`src/rtl/clrp_pkg.sv`:
```
// Package with the shared types, result codes and constants of the register log parser.
package clrp_pkg;

    localparam int FRAME_COUNT_WIDTH_DEF = 24;
    localparam int LIMIT_W = 24;
    localparam int STAMP_W = 24;
    localparam int CYCLES_W = 32;

    localparam logic [7:0] MARK_BYTE = 8'h1A;
    localparam logic [7:0] FILL_BYTE = 8'hFF;
    localparam logic [7:0] SEL_PAL = 8'd0;
    localparam logic [7:0] SEL_ALT = 8'd1;
    localparam logic [7:0] SEL_EXPLICIT = 8'd255;
    localparam logic [CYCLES_W-1:0] CYCLES_PAL = 32'd70908;
    localparam logic [CYCLES_W-1:0] CYCLES_ALT = 32'd71680;

    localparam logic [3:0] HDR_SELECTOR = 4'd5;
    localparam logic [3:0] HDR_LAST = 4'd15;
    localparam logic [2:0] REC_LAST = 3'd4;

    typedef enum logic [2:0] {
        K_HEADER_OK  = 3'd0,
        K_WRITE      = 3'd1,
        K_FRAME_END  = 3'd2,
        K_STREAM_END = 3'd3,
        K_BAD_HEADER = 3'd4,
        K_TRUNCATED  = 3'd5
    } t_kind;

    typedef struct packed {
        t_kind                kind;
        logic [7:0]           reg_number;
        logic [7:0]           reg_value;
        logic [STAMP_W-1:0]   cycle_stamp;
        logic [LIMIT_W-1:0]   frame_count;
        logic [CYCLES_W-1:0]  frame_cycles;
        logic                 add_stream_end;
    } t_result;

    function automatic logic [7:0] magic_byte(input logic [2:0] idx);
        logic [7:0] b;
        case (idx)
            3'd0:    b = 8'h45;
            3'd1:    b = 8'h50;
            3'd2:    b = 8'h53;
            3'd3:    b = 8'h47;
            default: b = MARK_BYTE;
        endcase
        return b;
    endfunction

endpackage

```
`src/rtl/chip_register_log_parser.sv`:
```
// Top level of the sound-chip register log parser with its result queue and limit register.
// The parser takes one log byte per clock cycle while o_stall is low and shows its first
// result in the cycle after the byte is taken if the queue was empty. Results of one byte
// sit in a two-entry queue, so the input flows on while the output is stalled until it is full;
// a byte ending the stream with a record or the header gives two results. With i_stall low the
// queue drains one result per cycle, sustaining one byte per cycle if no byte gives two results.
module chip_register_log_parser import clrp_pkg::*; #(
    parameter int FRAME_COUNT_WIDTH = FRAME_COUNT_WIDTH_DEF
) (
    input  logic                i_clk,
    input  logic                i_rst_n,
    input  logic                i_valid,
    output logic                o_stall,
    input  logic [7:0]          i_byte_value,
    input  logic                i_last_byte,
    input  logic                i_cfg_valid,
    output logic                o_cfg_ready,
    input  logic [LIMIT_W-1:0]  i_frame_limit,
    output logic                o_valid,
    input  logic                i_stall,
    output logic [2:0]          o_kind,
    output logic [7:0]          o_reg_number,
    output logic [7:0]          o_reg_value,
    output logic [STAMP_W-1:0]  o_cycle_stamp,
    output logic [LIMIT_W-1:0]  o_frame_count,
    output logic [CYCLES_W-1:0] o_frame_cycles,
    output logic                o_last
);

    logic [LIMIT_W-1:0] r_frame_limit;
    t_result            r_queue [2];
    logic               r_wr_ptr;
    logic               r_rd_ptr;
    logic [1:0]         r_count;
    logic               r_second;
    logic               in_accept;
    logic               out_accept;
    logic               push;
    logic               pop;
    t_result            new_result;
    t_result            head;

    assign o_cfg_ready = 1'b1;
    assign o_stall     = (r_count == 2'd2);
    assign in_accept   = i_valid && !o_stall;

    clrp_parse #(
        .FRAME_COUNT_WIDTH(FRAME_COUNT_WIDTH)
    ) u_parse (
        .i_clk         (i_clk),
        .i_rst_n       (i_rst_n),
        .i_accept      (in_accept),
        .i_byte_value  (i_byte_value),
        .i_last_byte   (i_last_byte),
        .i_frame_limit (r_frame_limit),
        .o_push        (push),
        .o_result      (new_result)
    );

    assign head       = r_queue[r_rd_ptr];
    assign out_accept = o_valid && !i_stall;
    assign pop        = out_accept && (r_second || !head.add_stream_end);

    always_ff @(posedge i_clk) begin
        if (!i_rst_n) begin
            r_frame_limit <= '0;
            r_wr_ptr      <= 1'b0;
            r_rd_ptr      <= 1'b0;
            r_count       <= '0;
            r_second      <= 1'b0;
        end else begin
            if (i_cfg_valid && o_cfg_ready) begin
                r_frame_limit <= i_frame_limit;
            end
            if (push) begin
                r_wr_ptr <= !r_wr_ptr;
            end
            if (pop) begin
                r_rd_ptr <= !r_rd_ptr;
                r_second <= 1'b0;
            end else if (out_accept) begin
                r_second <= 1'b1;
            end
            r_count <= r_count + {1'b0, push} - {1'b0, pop};
        end
    end

    always_ff @(posedge i_clk) begin
        if (push) begin
            r_queue[r_wr_ptr] <= new_result;
        end
    end

    assign o_valid        = (r_count != 2'd0);
    assign o_kind         = r_second ? K_STREAM_END : head.kind;
    assign o_reg_number   = r_second ? 8'd0 : head.reg_number;
    assign o_reg_value    = r_second ? 8'd0 : head.reg_value;
    assign o_cycle_stamp  = r_second ? '0 : head.cycle_stamp;
    assign o_frame_count  = head.frame_count;
    assign o_frame_cycles = head.frame_cycles;
    assign o_last         = r_second || !head.add_stream_end;

endmodule

```
`src/rtl/clrp_parse.sv`:
```
// Byte parser: header check, record split and frame counting for one byte per accepted cycle.
module clrp_parse import clrp_pkg::*; #(
    parameter int FRAME_COUNT_WIDTH = FRAME_COUNT_WIDTH_DEF
) (
    input  logic               i_clk,
    input  logic               i_rst_n,
    input  logic               i_accept,
    input  logic [7:0]         i_byte_value,
    input  logic               i_last_byte,
    input  logic [LIMIT_W-1:0] i_frame_limit,
    output logic               o_push,
    output t_result            o_result
);

    logic [3:0]                   r_hdr_idx, n_hdr_idx;
    logic                         r_in_records, n_in_records;
    logic [2:0]                   r_rec_idx, n_rec_idx;
    logic [7:0]                   r_rec_bytes [4];
    logic                         r_all_ones, n_all_ones;
    logic [FRAME_COUNT_WIDTH-1:0] r_frames, n_frames;
    logic [CYCLES_W-1:0]          r_flen, n_flen;
    logic                         r_finished, n_finished;
    logic                         r_magic_bad, n_magic_bad;
    logic                         r_sel_explicit, n_sel_explicit;
    logic                         limit_hit;
    logic                         push;
    t_result                      res;

    always_comb begin
        n_hdr_idx      = r_hdr_idx;
        n_in_records   = r_in_records;
        n_rec_idx      = r_rec_idx;
        n_all_ones     = r_all_ones;
        n_frames       = r_frames;
        n_flen         = r_flen;
        n_finished     = r_finished;
        n_magic_bad    = r_magic_bad;
        n_sel_explicit = r_sel_explicit;
        push           = 1'b0;
        limit_hit      = 1'b0;
        res            = '0;
        res.kind       = K_HEADER_OK;

        if (!r_finished) begin
            if (!r_in_records) begin
                if (r_hdr_idx < HDR_SELECTOR) begin
                    if (i_byte_value != magic_byte(r_hdr_idx[2:0])) begin
                        n_magic_bad = 1'b1;
                    end
                    if (i_last_byte) begin
                        push       = 1'b1;
                        res.kind   = K_TRUNCATED;
                        n_finished = 1'b1;
                    end else begin
                        n_hdr_idx = r_hdr_idx + 4'd1;
                    end
                end else if (r_hdr_idx == HDR_SELECTOR) begin
                    if (r_magic_bad || (i_byte_value != SEL_PAL && i_byte_value != SEL_ALT
                            && i_byte_value != SEL_EXPLICIT)) begin
                        push       = 1'b1;
                        res.kind   = K_BAD_HEADER;
                        n_finished = 1'b1;
                    end else begin
                        if (i_byte_value == SEL_PAL) begin
                            n_flen = CYCLES_PAL;
                        end else if (i_byte_value == SEL_ALT) begin
                            n_flen = CYCLES_ALT;
                        end else begin
                            n_flen = '0;
                        end
                        n_sel_explicit = (i_byte_value == SEL_EXPLICIT);
                        if (i_last_byte) begin
                            push       = 1'b1;
                            res.kind   = K_TRUNCATED;
                            n_finished = 1'b1;
                        end else begin
                            n_hdr_idx = r_hdr_idx + 4'd1;
                        end
                    end
                end else if (r_hdr_idx != HDR_LAST) begin
                    if (r_sel_explicit) begin
                        case (r_hdr_idx)
                            4'd6:    n_flen[7:0]   = i_byte_value;
                            4'd7:    n_flen[15:8]  = i_byte_value;
                            4'd8:    n_flen[23:16] = i_byte_value;
                            4'd9:    n_flen[31:24] = i_byte_value;
                            default: n_flen = r_flen;
                        endcase
                    end
                    if (i_last_byte) begin
                        push       = 1'b1;
                        res.kind   = K_TRUNCATED;
                        n_finished = 1'b1;
                    end else begin
                        n_hdr_idx = r_hdr_idx + 4'd1;
                    end
                end else begin
                    push               = 1'b1;
                    res.kind           = K_HEADER_OK;
                    n_in_records       = 1'b1;
                    n_rec_idx          = '0;
                    n_all_ones         = 1'b1;
                    res.add_stream_end = i_last_byte;
                    n_finished         = i_last_byte;
                end
            end else if (r_rec_idx < REC_LAST) begin
                if (i_byte_value != FILL_BYTE) begin
                    n_all_ones = 1'b0;
                end
                n_rec_idx = r_rec_idx + 3'd1;
                if (i_last_byte) begin
                    push       = 1'b1;
                    res.kind   = K_STREAM_END;
                    n_finished = 1'b1;
                end
            end else begin
                push       = 1'b1;
                n_rec_idx  = '0;
                n_all_ones = 1'b1;
                if (r_all_ones && i_byte_value == FILL_BYTE) begin
                    if (r_frames != {FRAME_COUNT_WIDTH{1'b1}}) begin
                        n_frames = r_frames + 1'b1;
                    end
                    res.kind  = K_FRAME_END;
                    limit_hit = (i_frame_limit != '0)
                        && (32'(n_frames) >= 32'(i_frame_limit));
                end else begin
                    res.kind        = K_WRITE;
                    res.reg_number  = r_rec_bytes[0];
                    res.reg_value   = r_rec_bytes[1];
                    res.cycle_stamp = {i_byte_value, r_rec_bytes[3], r_rec_bytes[2]};
                end
                res.add_stream_end = limit_hit || i_last_byte;
                n_finished         = limit_hit || i_last_byte;
            end
        end
        res.frame_count  = LIMIT_W'(n_frames);
        res.frame_cycles = n_flen;
    end

    always_ff @(posedge i_clk) begin
        if (!i_rst_n) begin
            r_hdr_idx      <= '0;
            r_in_records   <= 1'b0;
            r_rec_idx      <= '0;
            r_all_ones     <= 1'b1;
            r_frames       <= '0;
            r_flen         <= '0;
            r_finished     <= 1'b0;
            r_magic_bad    <= 1'b0;
            r_sel_explicit <= 1'b0;
        end else if (i_accept) begin
            r_hdr_idx      <= n_hdr_idx;
            r_in_records   <= n_in_records;
            r_rec_idx      <= n_rec_idx;
            r_all_ones     <= n_all_ones;
            r_frames       <= n_frames;
            r_flen         <= n_flen;
            r_finished     <= n_finished;
            r_magic_bad    <= n_magic_bad;
            r_sel_explicit <= n_sel_explicit;
        end
    end

    always_ff @(posedge i_clk) begin
        if (i_accept && !r_finished && r_in_records && r_rec_idx < REC_LAST) begin
            r_rec_bytes[r_rec_idx[1:0]] <= i_byte_value;
        end
    end

    assign o_push   = i_accept && push;
    assign o_result = res;

endmodule

```
`config.mk`:
```
export PLATFORM = sky130hd
export DESIGN_NAME = chip_register_log_parser
export DESIGN_NICKNAME = d
export VERILOG_FILES = /design/src/rtl/clrp_pkg.sv /design/src/rtl/chip_register_log_parser.sv /design/src/rtl/clrp_parse.sv
export SDC_FILE = /design/constraint.sdc
export NUM_CORES = 1
export LEC_CHECK = 0
export ABC_CLOCK_PERIOD_IN_PS = 16000
export BUFFER_PORTS_ARGS = -buffer_cell sky130_fd_sc_hd__buf_2
export CORE_MARGIN = 4
export CORE_UTILIZATION = 60
export CTS_BUF_LIST = sky130_fd_sc_hd__clkbuf_16
export CTS_CLUSTER_DIAMETER = 30
export DETAILED_ROUTE_END_ITERATION = 8
export PLACE_DENSITY = 0.84
export SLEW_MARGIN = 20
export SYNTH_ARGS = -nofsm -noshare
export SYNTH_HDL_FRONTEND = slang
export SYNTH_SLANG_ARGS = --single-unit
```
`constraint.sdc`:
```
create_clock -name i_clk -period 16 [get_ports i_clk]
set_clock_uncertainty 0.1 [all_clocks]
set_input_delay 4.8 -clock i_clk [delete_from_list [all_inputs] [get_ports i_clk]]
set_output_delay 4.8 -clock i_clk [all_outputs]
set_load 0.1 [all_outputs]
```
==> key figures <==
Timing
  – Post-layout min period: 7.87 ns
  – Share of the clock period used by the worst path: 0.492
  – Measured slew at the worst slew-check pin: 0.946 ns
  – Unrepaired setup endpoints after global routing: no
  – Relative slew slack: 0.370
  – Summed negative setup slack over all endpoints: 0 ns
  – Pins Over Slew Limit: 0
  – Final count of negative-setup-slack endpoints: 0
  – Hold violation total from the final report: 0
  – Final worst-path setup slack: 8.13 ns
  – Highest clock rate: 127 MHz

Worst hold path
  – Cells on Worst Hold Path: 1
  – Worst min-delay path category: flip-flop to flip-flop
  – Start point of the worst min-delay path: u_parse.r_flen[0]$_SDFFE_PN0P_
  – Endpoint of the worst hold-timing path: u_parse.r_flen[0]$_SDFFE_PN0P_

Final layout
  – Growth of design area from synthesis to finish: 18.4%
  – Fill cells: 1,616
  – Share of final-layout standard cells stronger than drive strength 1: 0.238
  – Final core utilization: 0.728
  – Final layout net count: 1,440

Global routing
  – Number of global-route vias before repair: 10,200
  – Maximum number of pins on one net before global-route repair: 77
  – Number of antenna violations at the first check in global routing: 1
  – Wire length of the first global-routing pass: 52,800 µm
  – Global routing usage summed across all routing layers: 0.232
  – Grt total ovfl: 0

Logic synthesis
  – Mean cell area of the mapped netlist: 12.2 µm²
  – Share of the yosys chip area belonging to registers: 0.592
  – Post-synthesis cell count: 1,236
  – Proportion of register bits with asynchronous set or reset after synthesis: 0
  – Syn Std Cell Area: 15,100 µm²
  – Synthesized netlist net count: 1,311
  – Post-synth EDFFs: 232
  – Ys Warns: 0
  – Ys flop type: edfxtp_1
  – Number of register bits inferred by synthesis: 330
  – Post-synthesis cell type count: 77

Routing
  – Met3 WL post-DR: 2320 µm
  – Drt pass-1 iters: 5
  – Routed met1 length: 13,300 µm
  – 1st-iter DRT viols: 899
  – Number of vias per cell after detailed routing: 5.93
  – Length of routed met2 wiring: 16,600 µm
  – Via count: 10,300
  – WL per Instance: 19.1 µm
  – Post-detailed-route DRC marker count: 0
  – Routed wire length: 33,200 µm
  – Number of nets with antenna violations after routing: 0
  – Highest Signal Layer: met4

Flow run
  – Maximum capacitance violations: 0

Setup path
  – Length in cells of the worst reg-to-reg path: 12
  – FF-to-FF Start: u_parse.r_frames[0]$_SDFFE_PN0P_
  – Critical path launch point type: flip-flop
  – Setup slack of the worst register-to-register path: 11.78 ns
  – CP Max Fanout: 67
  – Critical path capture point type: output port
  – Arrival time worst endpoint: 2.97 ns
  – Critical Setup Path Class: flip-flop to output port
  – Worst EP required: 11.10 ns
  – Worst R2R End: r_queue[1][0]$_DFFE_PP_

Placement
  – Detailed placer's ending HPWL: 20,700 µm
  – Final GP Congestion: 0.913
  – Number of buffer cells added on primary ports: 139
  – Placement Setup Slack: 8.42 ns

Power and ir drop
  – Share of total power in the clock network: 0.443
  – Overall power after layout: 2.74 mW
  – Share of power burned in registers: 0.355
  – Switching power as a share of total power: 0.336
  – P_leak: 7.17 nW
  – Power per cell area: 153 nW/µm²
  – Net switching component of the power: 0.920 mW
  – Combinational fraction of design power: 0.202
  – Cell internal pwr: 1.82 mW
  – Maximum resistive drop on vdd: 0.115 mV

Clocking
  – Clock root buffer: clkbuf_16
  – Maximum clock insertion buffer count: 3
  – Worst skew pair latency: 0.55 ns
  – Post-CTS repair timing setup buffer count: 0
  – CTS tree: built
  – Count of cells resized by post-cts repair: 0
  – H-tree depth reported by CTS: 2
  – Number of buffers added by the clock tree synthesis step: 58
  – Cts-stage hold buffer count: 0
  – # clock sinks: 330
  – Worst-path clk slew: 0.05 ns

Floorplan
  – Initial core utilization: 0.614
  – Area of the die: 27,700 µm²
  – Row cnt: 57
  – Core Box Area: 24,500 µm²
  – Overall die height: 166 µm
  – Width of the die: 166 µm
  – I/O Pins: 141

Status
  – Result of the run: finished, final reports clean
-- critical path, stage by stage, from the launching register on --
cell and delay [ns]:
dfxtp_4 0.74, buf_4 0.83, mux2i_1 0.25, nor2_1 0.13, buf_2 0.43
-- metrics by stage --
| stage | instances | area, µm² | hold slack (ns) |
|---|---|---|---|
| floorplan | 1236 | 15100 | 0.332 |
| global placement | 1629 | 15900 | 0.347 |
| detailed placement | 1629 | 15900 | 0.360 |
| CTS | 1736 | 17800 | 0.370 |
| global route | 1737 | 17900 | 0.389 |
| finish | 1737 | 17900 | 0.372 |
-- how the worst max path moves through the flow --
stage | startpoint | endpoint | slack (ns) | cells after the start
after detailed placement | i_byte_value[0] | r_count[1]$_SDFF_PN0_ | 8.42 | 13
final | flip-flop | o_cycle_stamp[22] | 8.13 | 4
after global routing | flip-flop | o_cycle_stamp[14] | 7.90 | 4
after global placement | i_byte_value[0] | r_count[1]$_SDFF_PN0_ | 8.50 | 13
after CTS | flip-flop | o_cycle_stamp[22] | 8.07 | 4
after floorplan | i_byte_value[7] | r_queue[1][0]$_DFFE_PP_ | 2.17 | 7
-- synth_stat cells (11+ instances only) --
master    instances  area, µm²
and3_1           54        338
nand4_1          19        119
mux2_2           57        642
a22o_1           33        289
nor2_1          137        514
o21ai_0          29        145
nand2_1          54        203
nor3_1           23        115
buf_2            15       75.1
nor4_1           11       68.8
xor2_1           33        289
edfxtp_1        232       6970
inv_1            39        146
mux2i_1          69        691
a21oi_1          40        200
dfxtp_1          98       1960
xnor2_1          32        280
clkbuf_1         50        188
and2_1           13       81.3
ha_1             37        463
nand3_1          27        135
-- registers in the layout (all words and copies together), names as in the netlist, named ones only --
signal                  cells
u_parse.r_frames           24
r_count                     2
u_parse.r_hdr_idx           4
u_parse.r_magic_bad         1
r_queue                   200
u_parse.r_sel_explicit      1
u_parse.r_in_records        1
u_parse.r_rec_idx           3
r_frame_limit              24
u_parse.r_flen             32
r_second                    1
r_wr_ptr                    1
u_parse.r_rec_bytes        32
r_rd_ptr                    1
u_parse.r_finished          1
u_parse.r_all_ones          1
-- layout by cell type, fill, tap and decap left out, drive strengths merged, types with 13 or more instances in the layout --
cell    count
nand4      20
clkbuf     58
buf       148
clkinv     14
mux2       57
and3       55
a21oi      41
nand2      55
edfxtp    232
and2       13
xor2       33
mux2i      69
o21ai      36
nor4       13
a22o       33
dfxtp      98
nor2      142
ha         37
xnor2      32
nand3      30
inv        59
nor3       26
-- per-layer routing --
metal  global-route usage  up-vias
li1                     -     4814
met1                0.290     4943
met2                0.404      451
met3               0.0472       86
met4               0.0786        0
met5                    0        -
-- power by group through the flow --
stage	clock network, mW	logic (mW)	registers (mW)
CTS	1.22	0.557	0.972
global placement	0	0.551	0.986
global route	1.27	0.575	0.975
floorplan	0	0.480	0.983
finish	1.21	0.554	0.971
detailed placement	0	0.553	0.988
-- layout make-up --
| cell class | count | area [µm²] | area share |
|---|---|---|---|
| repair buffers | 148 | 763 | 0.0428 |
| flip-flops and latches | 330 | 8930 | 0.500 |
| clock buffers | 58 | 1450 | 0.0813 |
| multi-input cells | 787 | 5640 | 0.316 |
| diodes | 1 | 2.50 | 0.000140 |
| well taps | 324 | 405 | 0.0227 |
| clock inverters | 49 | 504 | 0.0282 |
| inverters | 40 | 150 | 0.00841 |
-- cells by family after synthesis --
group | after synthesis | synth area share
simple gates | 387 | 0.133
mux | 126 | 0.0884
fa+ha+maj | 37 | 0.0307
xor+xnor | 65 | 0.0378
flops | 330 | 0.592
compound gates | 171 | 0.0836
buf+inv | 119 | 0.0339
other cells | 1 | 0.000249
Note: power is estimated with default switching activity, not from simulation.
